==> src/hw/rtl/cse_pkg.sv <==
// Shared types and constants of the contour segment extractor.
// Depends on nothing; every file of the block but cse_chk uses it.
package cse_pkg;

	typedef logic signed [31:0] q16_t;

	localparam int NLANES    = 4;
	localparam int POS_LAT   = 4;
	localparam int DIV_STEPS = 30;
	localparam int LANE_LAT  = DIV_STEPS + 3;
	localparam int PIPE_LAT  = POS_LAT + LANE_LAT + 1;
	localparam int MAX_GRID  = 1024;
	localparam int GRID_MIN  = 2;

	// Serial divider length of the setup pass (43-bit dividend).
	localparam logic [5:0] SETUP_STEPS = 6'd43;

	typedef enum logic [2:0] {
		REG_LEVEL     = 3'd0,
		REG_X_MIN     = 3'd1,
		REG_X_MAX     = 3'd2,
		REG_Y_MIN     = 3'd3,
		REG_Y_MAX     = 3'd4,
		REG_GRID_COLS = 3'd5,
		REG_GRID_ROWS = 3'd6
	} reg_idx_t;

	// Per-axis position constants: span = q0 * dd + r0, recip = floor(2^32 / dd).
	typedef struct packed {
		q16_t               lo;
		logic signed [32:0] q0;
		logic [11:0]        r0;
		logic [30:0]        recip;
		logic [11:0]        dd;
	} axis_t;

	typedef struct packed {
		q16_t  level;
		axis_t ax;
		axis_t ay;
		logic  busy;
	} setup_t;

	// One edge crossing in flight through the restoring divider.
	typedef struct packed {
		logic [31:0] r;
		logic [31:0] d;
		logic [29:0] q;
		q16_t        ax;
		q16_t        ay;
		q16_t        bx;
		q16_t        by;
	} xing_t;

	typedef struct packed {
		q16_t sx;
		q16_t sy;
		q16_t ex;
		q16_t ey;
	} seg_t;

endpackage

==> src/hw/rtl/cse_pos.sv <==
// Four-stage pipeline for one sample coordinate: lo + floor(k * span / dd), saturated.
// Uses cse_pkg.
module cse_pos (
	input  logic            clk,
	input  logic            adv,
	input  cse_pkg::axis_t  axis,
	input  logic [11:0]     k,
	output cse_pkg::q16_t   pos
);
	logic signed [45:0] mkq_s1, mkq_s2, mkq_s3;
	logic [23:0]        kr_s1, kr_s2, kr_s3;
	logic [54:0]        prod_s2;
	logic [22:0]        qe_s3;
	logic [23:0]        qd_s3;
	cse_pkg::q16_t      pos_s4;

	logic signed [45:0] k46, q46;
	logic [34:0]        qd_full;
	logic [23:0]        rem, qf;
	logic signed [47:0] sum;

	always_comb begin
		k46     = {34'd0, k};
		q46     = {{13{axis.q0[32]}}, axis.q0};
		qd_full = {12'd0, prod_s2[54:32]} * {23'd0, axis.dd};
		rem     = kr_s3 - qd_s3;
		// reciprocal estimate is at most one low
		qf      = {1'b0, qe_s3} + 24'(rem >= {12'd0, axis.dd});
		sum     = {{16{axis.lo[31]}}, axis.lo} + {{2{mkq_s3[45]}}, mkq_s3} + {24'd0, qf};
	end

	always_ff @(posedge clk) begin
		if (adv) begin
			mkq_s1  <= k46 * q46;
			kr_s1   <= {12'd0, k} * {12'd0, axis.r0};
			mkq_s2  <= mkq_s1;
			kr_s2   <= kr_s1;
			prod_s2 <= {31'd0, kr_s1} * {24'd0, axis.recip};
			mkq_s3  <= mkq_s2;
			kr_s3   <= kr_s2;
			qe_s3   <= prod_s2[54:32];
			qd_s3   <= qd_full[23:0];
			if (sum > 48'sh0000_7FFF_FFFF)
				pos_s4 <= 32'sh7FFF_FFFF;
			else if (sum < -48'sh0000_8000_0000)
				pos_s4 <= 32'sh8000_0000;
			else
				pos_s4 <= sum[31:0];
		end
	end

	assign pos = pos_s4;

endmodule

==> config.mk <==
export PLATFORM = sky130hd
export DESIGN_NAME = cse_pos
export DESIGN_NICKNAME = d
export VERILOG_FILES = /design/src/hw/rtl/cse_pkg.sv /design/src/hw/rtl/cse_pos.sv
export SDC_FILE = /design/constraint.sdc
export NUM_CORES = 2
export LEC_CHECK = 0
export BUFFER_PORTS_ARGS = -buffer_cell sky130_fd_sc_hd__buf_4
export CAP_MARGIN = 15
export CORE_ASPECT_RATIO = 0.6
export CORE_MARGIN = 2
export CORE_UTILIZATION = 30
export DETAILED_ROUTE_END_ITERATION = 10
export GPL_TIMING_DRIVEN = 0
export SLEW_MARGIN = 20
export SYNTH_ARGS = -nofsm -noshare
export SYNTH_HDL_FRONTEND = slang
export SYNTH_SLANG_ARGS = --single-unit
==> constraint.sdc <==
create_clock -name clk -period 23.7 [get_ports clk]
set_input_delay 2.37 -clock clk [delete_from_list [all_inputs] [get_ports clk]]
set_output_delay 2.37 -clock clk [all_outputs]
set_load 0.02 [all_outputs]
==> results.md <==
- The run finished with clean final reports.
- The total wire length is 194000 um.
- The distinct cell type count after synthesis is 65.
- The post-synthesis sequential area ratio is 15.4%.
- The maximum level of the CTS H-tree is 2.
- Global routing used 19.1% of the available tracks.
- The post-route clock period utilization is 48.4%.
- Counting along the longest clock path gives a buffer depth of 3.
- Synthesis produced a netlist with a net count of 8152.
- The final routed wire length divided by cell count is 21.0 um.
- During I/O placement, the number of pins put on the boundary was 166.
- Port buffering added 154 buffers.
- The data arrival time of the critical path is 11.74 ns.
- The worst register-to-register path has a depth of 41.
- The path category of the worst min-delay check is flop to flop.
- In this run the standard cell core region covers 0.201 mm2.
- Dividing the detail-routed via count by the number of cells gives 4.78.
- The initial antenna violation count came to 28.
- The count of warnings emitted by yosys is 0.
- The fraction of final layout cells sized beyond drive strength 1 is 3.72%.
- The start point of the worst hold path is mkq_s2[10].
- The cell area after technology mapping is 0.0607 mm2.
- The most numerous cell on the critical path is a21o_1.
- The count of hold-fix buffers inserted at cts is 0.
- The via count is 44041.
- By startpoint and endpoint, the worst setup path is classified as primary input to flop.
- The pin count of the biggest net entering global routing is 106.
- The clock skew after layout is 0.0390 ns.
- The first global-routing pass estimated 294000 um of wire.
- The highest-delay cell along the critical path is a41oi_1.
- After detailed placement, the total cell area comes to 0.0654 mm2.
- STA classifies the critical path startpoint as a primary input.
- The die is 585 um wide.
- The final count of pins violating max slew is 0.
- The required time at the endpoint of the critical path is 23.97 ns.
- The maximum fanout along the worst path is 10.
- The largest incremental delay on the critical path is 0.60 ns.
- For this run, asynchronously set or reset flops after synthesis account for 0%.
- After the last flow step, the layout net total stands at 8347.
- The final global-route overflow total is 0.
- The total count of hold-check failures in the final report is 0.
- The worst path needs 11.46 ns of the cycle, external delays included.
- Averaged over all synthesized cells, the footprint is 9.70 um2.
- The worst hold path passes through 0 cells.
- Setup repair after global routing left no endpoint under its margin.
- The via count of the first global-routing pass was 46619.
- The die span in y is 353 um.
- The overall die area is 0.206 mm2.
- The tree is rooted in a clkbuf_16.
- The half-perimeter wire length after detailed placement is 164000 um.
- The kind of capture point of the worst setup path is a flop.
- The number of optimization iterations in the first detailed-route pass is 5.
- The final-layout setup total negative slack is 0 ns.
- Buffers inserted during clock tree synthesis total 35.
- Clock tree synthesis found a total of 312 sinks.
- Across the run, the number of max-cap violations was 0.
- The clock latency at the later pin of the worst-skew pair is 0.60 ns.
- The count of flip-flops with a built-in enable after synthesis is 312.
- After detailed routing, the number of remaining DRC violations is 0.
- At the end of routability-driven placement, the weighted congestion stood at 0.984.
- The number of nets with antenna violations after routing is 0.
- Clock-pin slew was measured on the worst setup and hold paths at 0.06 ns.
- The initialized floorplan defines 127 standard-cell rows.
- For flop-to-flop paths, the worst setup slack is 13.18 ns.
- The destination of the worst hold path is mkq_s3[10].
- The worst reg2reg path startpoint is qd_s3[1].
- The initial core utilization is 30.3%.
- Once the clock tree was built, the resizer swapped 0 gates to a different size.
- The terminus of the critical flop-to-flop path is pos[0].
- The finished cells cover 0.0666 mm2.
- The post-CTS setup buffer count is 0.
- The CTS tree is done.
- The fmax is 87.2 MHz.
- The final setup violation count is 0.
- The area growth from synthesis to layout is 9.73%.
- The synthesized design contains 312 register bits.
- Synthesis produced a netlist whose cell count is 6264.
- The commonest register cell after synthesis is edfxtp_1.
- The normalized max-slew margin is 22.1%.
- The transition at the pin with the smallest max-transition slack is 1.17 ns.
- The iteration-0 DRC count of the detailed router is 4060.
## Yosys cell counts, types with 4 or more instances
cell type,n,area (um2)
nor2b_1,22,138
o21a_1,24,180
fa_1,1268,25400
a41oi_1,5,43.8
inv_1,1315,4940
nand3_1,40,200
o211ai_1,16,120
a2111oi_0,6,52.6
nand2b_1,23,144
a311oi_1,5,43.8
edfxtp_1,312,9370
and2_1,541,3380
or2_2,9,56.3
nor2_1,100,375
mux2i_1,5,50.1
nor3_1,37,185
o2111ai_1,10,87.6
a21oi_1,123,616
o21bai_1,18,135
o31ai_1,8,60.1
o22ai_1,5,31.3
and3_1,20,125
o21ai_1,31,155
a31o_2,5,43.8
nand2_1,1056,3960
or3_1,9,56.3
o21ai_0,88,440
a211oi_1,12,90.1
a21o_1,71,533
and4_1,4,35.0
a211o_1,12,105
xor2_1,58,508
ha_1,486,6080
xnor2_1,129,1130
o31a_1,8,70.1
clkbuf_1,289,1080
a21boi_0,8,60.1
nand4_1,24,150
o21ba_2,4,40.0
a31oi_1,13,81.3
## state kept, by name (all words and copies together) (netlist names)
signal and count:
pos 32, mkq_s1 46, prod_s2 23, mkq_s3 46
qd_s3 24, kr_s1 24, mkq_s2 46, kr_s2 24
qe_s3 23, kr_s3 24
## metal layers
| layer | global-route usage [%] | routed length (um) | share of wire (%) |
|---|---|---|---|
| met5 | 0 | 129 | 0.067 |
| met1 | 27.9 | 88700 | 46 |
| met4 | 3.54 | 3750 | 1.9 |
| met2 | 25.9 | 76100 | 39 |
| met3 | 8.01 | 24800 | 13 |
## critical path: cells and delay by family
| family | cells | cell delay (ns) |
|---|---|---|
| adders and majority gates | 5 | 1.81 |
| buffers and inverters | 5 | 1.54 |
| xor gates and xnor gates | 1 | 0.24 |
| AOI/OAI and AO/OA | 17 | 3.82 |
| and+or+nand+nor | 8 | 1.88 |
## worst max-delay path by stage
stage	slack, ns	to	from
floorplan	14.76	pos[10]	axis[1]
global placement	11.74	pos[18]	axis[1]
detailed placement	11.90	pos[18]	axis[1]
CTS	12.48	pos[1]	axis[1]
global route	11.73	pos[0]	axis[1]
finish	12.24	pos[0]	axis[1]
## cell type report
class | instances | area, um2
Sequential cell | 312 | 9370
Multi-Input combinational cell | 4343 | 45300
Timing Repair Buffer | 158 | 1270
Tap cell | 2709 | 3390
Antenna cell | 13 | 32.5
Clock buffer | 41 | 898
Inverter | 1315 | 4940
Buffer | 294 | 1120
Clock inverter | 23 | 310
Fill cell | 20650 | 134000
## placed cells by master (no fill, tap or decap), types with 100 or more instances in the layout
master / netlist / final
nand2_1: 1056 / 1056
ha_1: 486 / 486
edfxtp_1: 312 / 312
a21oi_1: 123 / 123
inv_1: 1315 / 1315
nor2_1: 100 / 100
buf_4: 3 / 156
fa_1: 1268 / 1268
and2_1: 541 / 541
clkbuf_1: 289 / 293
xnor2_1: 129 / 129
## through the flow
stage               hold slack (ns)  instances  setup slack, ns  utilization (%)
finish                        0.398       9208            12.24             33.2
CTS                           0.405       9195            12.48             33.2
detailed placement            0.405       9131            11.90             32.6
floorplan                     0.400       6264            14.76                -
global route                  0.418       9202            11.73             33.2
global placement              0.404       9127            11.74             32.6
## cell families (layout without fill, tap and decap cells)
group	after synthesis	after routing	share of synthesized area [%]
AND/OR/NAND/NOR	1899	1899	14.7
adder cells (fa/ha/maj)	1754	1754	51.8
buffers and inverters	1609	1831	9.96
AO/OA/AOI/OAI	497	497	5.32
flip-flops	312	312	15.4
XOR/XNOR	187	187	2.70
multiplexers	6	6	0.101
other	0	13	0
Power is not shown: default switching activity piles up to over one toggle a cycle in this logic, so the estimate is an artifact.
