$ cat src/hw/rtl/cse_pkg.sv
// Shared types and constants of the contour segment extractor.
// Depends on nothing; every file of the block but cse_chk uses it.
package cse_pkg;

	typedef logic signed [31:0] q16_t;

	localparam int NLANES    = 4;
	localparam int POS_LAT   = 4;
	localparam int DIV_STEPS = 30;
	localparam int LANE_LAT  = DIV_STEPS + 3;
	localparam int PIPE_LAT  = POS_LAT + LANE_LAT + 1;
	localparam int MAX_GRID  = 1024;
	localparam int GRID_MIN  = 2;

	// Serial divider length of the setup pass (43-bit dividend).
	localparam logic [5:0] SETUP_STEPS = 6'd43;

	typedef enum logic [2:0] {
		REG_LEVEL     = 3'd0,
		REG_X_MIN     = 3'd1,
		REG_X_MAX     = 3'd2,
		REG_Y_MIN     = 3'd3,
		REG_Y_MAX     = 3'd4,
		REG_GRID_COLS = 3'd5,
		REG_GRID_ROWS = 3'd6
	} reg_idx_t;

	// Per-axis position constants: span = q0 * dd + r0, recip = floor(2^32 / dd).
	typedef struct packed {
		q16_t               lo;
		logic signed [32:0] q0;
		logic [11:0]        r0;
		logic [30:0]        recip;
		logic [11:0]        dd;
	} axis_t;

	typedef struct packed {
		q16_t  level;
		axis_t ax;
		axis_t ay;
		logic  busy;
	} setup_t;

	// One edge crossing in flight through the restoring divider.
	typedef struct packed {
		logic [31:0] r;
		logic [31:0] d;
		logic [29:0] q;
		q16_t        ax;
		q16_t        ay;
		q16_t        bx;
		q16_t        by;
	} xing_t;

	typedef struct packed {
		q16_t sx;
		q16_t sy;
		q16_t ex;
		q16_t ey;
	} seg_t;

endpackage

$ cat src/hw/rtl/cse_if.sv
// Valid/ready channel interfaces of the contour segment extractor:
// configuration writes, input cells and output segments. Uses cse_pkg.
interface cse_cfg_if;
	logic                 valid;
	logic                 ready;
	logic [2:0]           addr;
	logic [31:0]          data;
	modport source (output valid, addr, data, input ready);
	modport sink (input valid, addr, data, output ready);
endinterface


$ cat src/hw/rtl/cse_cfg.sv
// Configuration registers and the setup pass that derives per-axis position constants
// with one shared bit-serial divider. Uses cse_pkg and cse_cfg_if.
module cse_cfg (
	input  logic             clk,
	input  logic             arst_n,
	cse_cfg_if.sink          cfg,
	output cse_pkg::setup_t  setup
);
	typedef enum logic [1:0] {
		ST_IDLE = 2'b01,
		ST_RUN  = 2'b10
	} state_t;

	localparam logic [1:0] OP_X_RANGE = 2'd0;
	localparam logic [1:0] OP_X_RECIP = 2'd1;
	localparam logic [1:0] OP_Y_RANGE = 2'd2;
	localparam logic [1:0] OP_Y_RECIP = 2'd3;

	state_t              state_q;
	logic [1:0]          op_q;
	logic [5:0]          cnt_q;
	cse_pkg::q16_t       level_q, x_min_q, x_max_q, y_min_q, y_max_q;
	logic [10:0]         cols_q, rows_q;
	logic [42:0]         dvd_q;
	logic [11:0]         rem_q;
	logic signed [32:0]  q0x_q, q0y_q;
	logic [11:0]         r0x_q, r0y_q;
	logic [30:0]         recx_q, recy_q;

	logic                use_y, is_recip;
	logic [11:0]         ddx, ddy, dd;
	logic signed [32:0]  span;
	logic [42:0]         load_val, dvd_n, q0_wide;
	logic [12:0]         rem_sh;
	logic                ge;
	logic [11:0]         rem_n;

	function automatic logic [10:0] clamp_n(input logic [10:0] n);
		logic [10:0] r;
		r = n;
		if (n < 11'(cse_pkg::GRID_MIN))
			r = 11'(cse_pkg::GRID_MIN);
		else if (n > 11'(cse_pkg::MAX_GRID))
			r = 11'(cse_pkg::MAX_GRID);
		return r;
	endfunction

	assign cfg.ready = 1'b1;

	always_comb begin
		ddx      = {clamp_n(cols_q), 1'b0};
		ddy      = {clamp_n(rows_q), 1'b0};
		use_y    = (op_q == OP_Y_RANGE) || (op_q == OP_Y_RECIP);
		is_recip = (op_q == OP_X_RECIP) || (op_q == OP_Y_RECIP);
		dd       = use_y ? ddy : ddx;
		span     = use_y ? ({y_max_q[31], y_max_q} - {y_min_q[31], y_min_q})
		                 : ({x_max_q[31], x_max_q} - {x_min_q[31], x_min_q});
		// bias by dd * 2^31 so the division runs on a positive dividend
		load_val = is_recip ? (43'd1 << 32)
		                    : ({{10{span[32]}}, span} + ({31'd0, dd} << 31));
		rem_sh   = {rem_q, dvd_q[42]};
		ge       = rem_sh >= {1'b0, dd};
		rem_n    = ge ? 12'(rem_sh - {1'b0, dd}) : rem_sh[11:0];
		dvd_n    = {dvd_q[41:0], ge};
		q0_wide  = dvd_n - (43'd1 << 31);
	end

	always_ff @(posedge clk or negedge arst_n) begin
		if (!arst_n) begin
			state_q <= ST_RUN;
			op_q    <= OP_X_RANGE;
			cnt_q   <= '0;
			level_q <= '0;
			x_min_q <= '0;
			x_max_q <= 32'sd65536;
			y_min_q <= '0;
			y_max_q <= 32'sd65536;
			cols_q  <= 11'(cse_pkg::GRID_MIN);
			rows_q  <= 11'(cse_pkg::GRID_MIN);
		end else if (cfg.valid) begin
			unique case (cfg.addr)
				cse_pkg::REG_LEVEL:     level_q <= cfg.data;
				cse_pkg::REG_X_MIN:     x_min_q <= cfg.data;
				cse_pkg::REG_X_MAX:     x_max_q <= cfg.data;
				cse_pkg::REG_Y_MIN:     y_min_q <= cfg.data;
				cse_pkg::REG_Y_MAX:     y_max_q <= cfg.data;
				cse_pkg::REG_GRID_COLS: cols_q  <= cfg.data[10:0];
				cse_pkg::REG_GRID_ROWS: rows_q  <= cfg.data[10:0];
				default: ;
			endcase
			// restart the setup pass on every write
			state_q <= ST_RUN;
			op_q    <= OP_X_RANGE;
			cnt_q   <= '0;
		end else begin
			unique case (state_q)
				ST_IDLE: ;
				ST_RUN: begin
					if (cnt_q == cse_pkg::SETUP_STEPS) begin
						cnt_q <= '0;
						op_q  <= op_q + 2'd1;
						if (op_q == OP_Y_RECIP)
							state_q <= ST_IDLE;
					end else begin
						cnt_q <= cnt_q + 6'd1;
					end
				end
				default: state_q <= ST_IDLE;
			endcase
		end
	end

	always_ff @(posedge clk) begin
		if (state_q == ST_RUN) begin
			if (cnt_q == '0) begin
				dvd_q <= load_val;
				rem_q <= '0;
			end else begin
				dvd_q <= dvd_n;
				rem_q <= rem_n;
				if (cnt_q == cse_pkg::SETUP_STEPS) begin
					unique case (op_q)
						OP_X_RANGE: begin
							q0x_q <= q0_wide[32:0];
							r0x_q <= rem_n;
						end
						OP_X_RECIP: recx_q <= dvd_n[30:0];
						OP_Y_RANGE: begin
							q0y_q <= q0_wide[32:0];
							r0y_q <= rem_n;
						end
						OP_Y_RECIP: recy_q <= dvd_n[30:0];
						default: ;
					endcase
				end
			end
		end
	end

	always_comb begin
		setup.level    = level_q;
		setup.ax.lo    = x_min_q;
		setup.ax.q0    = q0x_q;
		setup.ax.r0    = r0x_q;
		setup.ax.recip = recx_q;
		setup.ax.dd    = ddx;
		setup.ay.lo    = y_min_q;
		setup.ay.q0    = q0y_q;
		setup.ay.r0    = r0y_q;
		setup.ay.recip = recy_q;
		setup.ay.dd    = ddy;
		setup.busy     = (state_q == ST_RUN);
	end

endmodule

$ cat src/flat_wrapper.sv
// flat-port wrapper written by rule: the top's interface ports become plain ports
module cse_cfg_flat 
  (clk, arst_n, setup, cfg_valid, cfg_addr, cfg_data, cfg_ready);
  cse_cfg_if cfg_i ();
  input  logic clk;
  input  logic arst_n;
  output cse_pkg::setup_t setup;
  input wire logic [$bits(cfg_i.valid)-1:0] cfg_valid;
  input wire logic [$bits(cfg_i.addr)-1:0] cfg_addr;
  input wire logic [$bits(cfg_i.data)-1:0] cfg_data;
  output wire logic [$bits(cfg_i.ready)-1:0] cfg_ready;
  assign cfg_i.valid = cfg_valid;
  assign cfg_i.addr = cfg_addr;
  assign cfg_i.data = cfg_data;
  assign cfg_ready = cfg_i.ready;
  cse_cfg u_core (.clk(clk), .arst_n(arst_n), .cfg(cfg_i), .setup(setup));
endmodule
$ cat config.mk
export PLATFORM = sky130hd
export DESIGN_NAME = cse_cfg_flat
export DESIGN_NICKNAME = d
export VERILOG_FILES = /design/src/hw/rtl/cse_pkg.sv /design/src/hw/rtl/cse_if.sv /design/src/hw/rtl/cse_cfg.sv /design/src/flat_wrapper.sv
export SDC_FILE = /design/constraint.sdc
export NUM_CORES = 1
export LEC_CHECK = 0
export ABC_AREA = 1
export ABC_CLOCK_PERIOD_IN_PS = 7200
export BUFFER_PORTS_ARGS = -buffer_cell sky130_fd_sc_hd__buf_2
export CORE_ASPECT_RATIO = 0.5
export CORE_MARGIN = 10
export CORE_UTILIZATION = 52
export CTS_CLUSTER_SIZE = 25
export DETAILED_ROUTE_END_ITERATION = 12
export GPL_TIMING_DRIVEN = 0
export PLACE_DENSITY = 0.77
export SYNTH_ARGS = -nofsm -noshare
export SYNTH_HDL_FRONTEND = slang
export SYNTH_SLANG_ARGS = --single-unit
$ cat constraint.sdc
create_clock -name clk -period 7.2 [get_ports clk]
set_input_delay 0.72 -clock clk [delete_from_list [all_inputs] [get_ports clk]]
set_output_delay 0.72 -clock clk [all_outputs]
set_load 0.03 [all_outputs]
==> results.tsv <==
stage	metric	value	unit
synthesis	syn_area	0.0201	mm^2
synthesis	synth_top_cell_area_share	30.9	%
sta	finalHoldViolCount	0	
worst_setup_path	crit_arrival	5.03	ns
power	internal-power	5.18	mW
placed_design	post-place-ws	2.75	ns
cts	postCtsHoldBufs	0	
synthesis	synth_cell_types	58	
cells_and_area	drive_gt1_share	18.7	%
die	core_area	0.0378	mm^2
synthesis	synth_cells	2201	
sta	slew_violations	0	
cts	cts_tree	done	
power	power_frac_comb	40.2	%
synthesis	ys_seq_area_share	54.8	%
grt	grt_antenna_before_repair	1	
synthesis	synth.yosys.warnings	0	
cells_and_area	diodes	0	
worst_setup_path	crit_required	7.60	ns
grt	grtUsageTotal	25.7	%
power	p_per_area	369	mW/mm^2
sta	fin_crit	4.63	ns
detailed_routing	dr.pass1.iters	6	
synthesis	yosysTopAreaCell	edfxtp_1	
detailed_routing	antenna_left	0	
cells_and_area	nets	2690	
sta	slew_headroom	38.5	%
grt	grt_pass1_wl	96.3	mm
synthesis	synth.area.top_cells	edfxtp_1, dfrtp_1, nand2_1, o21ai_0, ha_1	
cts	cts_root_buffer	clkbuf_16	
detailed_routing	viasPerCell	5.53	
worst_setup_path	crit_top_cell	nand2_1	
cts	clkSlewWorstSetupHoldPaths	0.07	ns
synthesis	syn_avg_cell_area	9.13	um^2
placed_design	port_buffers	308	
cts	cts_resized	0	
sta	setup_viol	0	
grt	grt_overflow	0	
worst_setup_path	start_kind	flip-flop	
cts	htreeDepth	2	
worst_setup_path	path_max_fanout	10	
cts	numCtsBuffers	37	
worst_setup_path	cpPeakStageDelay	0.44	ns
cts	post_cts_buffers	0	
die	placementRows	50	
worst_setup_path	worstReg2RegStart	u_core.x_max_q[0]	
power	clkPwrFrac	24.1	%
cts	clk_latency	0.56	ns
worst_setup_path	endpoint_kind	flip-flop	
sta	worst_slack	2.57	ns
sta	finalClockSkew	0.0242	ns
power	swShare	41.0	%
cts	cts.sinks	399	
cells_and_area	syn_to_final_growth	18.5	%
detailed_routing	routedWlPerCell	20.2	um
synthesis	async_flop_share	48.1	%
sta	worst_pin_slew	0.912	ns
synthesis	synth_ff_type	edfxtp_1	
detailed_routing	wl	62.8	mm
sta	rsz0062_at_grt	false	
placed_design	place.gp.congestion	0.974	
worst_hold_path	hold_class	primary input to async pin	
worst_setup_path	criticalPathCategory	flip-flop to flip-flop	
sta	fin_crit_sh	64.3	%
detailed_routing	dr.first_iter.drc_count	1507	
flow_run	maxCapViolations	0	
power	leakage	11.3	nW
worst_setup_path	regToRegSetupSlack	2.57	ns
cts	cts.path.max_buffers	3	
detailed_routing	drc	0	
synthesis	synth_seq_cells	399	
detailed_routing	vias	17100	
die	dieArea	0.0474	mm^2
power	switchingPower	3.60	mW
synthesis	synth_edf_count	207	
power	pwr-share-seq	35.7	%
placed_design	dp_hpwl	48.7	mm
cells_and_area	finalInstanceArea	0.0238	mm^2
worst_setup_path	slowest_stage	fa_1	
grt	grt_pass1_vias	16700	
sta	fmax	216	MHz
status	status	complete, no violations	
placed_design	placed_area	0.0225	mm^2
die	die_h	159	um
grt	grt_max_degree	108	
worst_setup_path	startpoint	u_core.x_max_q[0]	
die	ios	312	
die	initial_utilization	53.2	%
power	ir_drop	0.000191	V
die	die_x	298	um
state kept, by name, summed over array words and instances (netlist names), 31 cells and up:
name and cells:
u_core.dvd_q 43, u_core.x_min_q 32, u_core.y_max_q 32, u_core.recx_q 31, u_core.level_q 32, u_core.recy_q 31
u_core.x_max_q 32, u_core.q0y_q 33, u_core.y_min_q 32, u_core.q0x_q 33
metrics by stage:
step                utilization [%]  TNS (ns)  hold WS [ns]  std cells  power (mW)
CTS                            63.0         0         0.201       3101        8.73
finish                         63.0         0         0.152       3101        8.78
detailed placement             59.6         0         0.468       3038        6.59
floorplan                         -         0         0.424       2202        5.50
global placement               59.0   -162.20         0.462       3030        6.53
global route                   63.0         0         0.212       3101        9.30
critical path: cells and delay by family (launching register included):
| family | cells | cell delay, ns |
|---|---|---|
| compound gates | 3 | 0.35 |
| simple gates | 17 | 1.71 |
| fa+ha+maj | 4 | 1.32 |
| flops | 1 | 0.43 |
| buf+inv | 5 | 0.66 |
power by group through the flow:
stage | logic, mW | registers, mW | clock network, mW
finish | 3.53 | 3.13 | 2.12
global route | 3.91 | 3.17 | 2.22
CTS | 3.46 | 3.12 | 2.14
detailed placement | 3.43 | 3.17 | 0
global placement | 3.37 | 3.16 | 0
floorplan | 2.23 | 3.27 | 0
final timing paths:
| check | depth (start not counted) | to |
|---|---|---|
| worst min register to register | 2 | u_core.level_q[12] |
| min in group clk | 2 | u_core.level_q[12] |
| worst max register to register | 29 | u_core.dvd_q[40] |
| worst min-delay path | 1 | u_core.level_q[12] |
| max in group asynchronous | 2 | u_core.y_max_q[28] |
| worst max-delay path | 29 | u_core.dvd_q[40] |
final cells by class:
cell class	instances	area, um^2
inverter	297	1110
buffer	58	250
fill	3235	14000
sequential	399	11000
multi-input combinational	1448	7760
clock buffer	45	1010
clock inverter	18	277
tap	520	651
timing repair buffer	316	1730
cell families (layout without fill, tap and decap cells):
| group | count (synthesis) | in the layout | synth area share [%] |
|---|---|---|---|
| DFF | 399 | 399 | 54.8 |
| adders and majority gates | 95 | 95 | 6.06 |
| AOI/OAI and AO/OA | 470 | 470 | 13.1 |
| xor gates and xnor gates | 19 | 19 | 0.828 |
| other | 2 | 3 | 0.0374 |
| and+or+nand+nor | 861 | 861 | 18.3 |
| buffers and inverters | 355 | 734 | 6.79 |
synthesized netlist by cell type (7+ instances only):
cell,count
nand2_1,539
inv_1,281
o21ai_0,261
edfxtp_1,207
dfrtp_1,187
nor2_1,121
a21oi_1,97
nand3_1,92
ha_1,91
clkbuf_1,44
nand2_2,27
nor3_1,26
o21ai_1,24
inv_2,16
nand4_1,13
xor2_1,12
o211ai_1,11
o21bai_1,11
a21o_1,9
a32o_1,9
a21oi_2,8
buf_4,8
or2_2,8
xnor2_1,7
cell usage in the layout, fill, tap and decap left out, types with 7 or more instances in the layout:
| cell | Yosys | layout |
|---|---|---|
| nand3_1 | 92 | 92 |
| edfxtp_1 | 207 | 207 |
| a21oi_2 | 8 | 8 |
| a32o_1 | 9 | 9 |
| xnor2_1 | 7 | 7 |
| o21bai_1 | 11 | 11 |
| ha_1 | 91 | 91 |
| buf_2 | 2 | 309 |
| a21o_1 | 9 | 9 |
| o21ai_0 | 261 | 261 |
| buf_4 | 8 | 8 |
| xor2_1 | 12 | 12 |
| nor2_1 | 121 | 117 |
| nand2_2 | 27 | 27 |
| or2_2 | 8 | 8 |
| o21ai_1 | 24 | 24 |
| o211ai_1 | 11 | 11 |
| dfrtp_1 | 187 | 187 |
| clkbuf_16 | 0 | 38 |
| inv_2 | 16 | 16 |
| nor2_4 | 3 | 7 |
| inv_1 | 281 | 281 |
| nor3_1 | 26 | 25 |
| clkbuf_1 | 44 | 48 |
| a21oi_1 | 97 | 97 |
| nand2_1 | 539 | 539 |
| nand4_1 | 13 | 13 |
per-layer routing:
metal | global-route usage (%) | share of wire, % | vias up
met5 | 0 | 0 | -
met4 | 5.53 | 2.0 | 0
met3 | 6.44 | 9.6 | 90
met2 | 41.8 | 46 | 656
met1 | 34.2 | 42 | 8344
li1 | - | - | 8052
No activity file was read; power rests on OpenSTA's default activity.
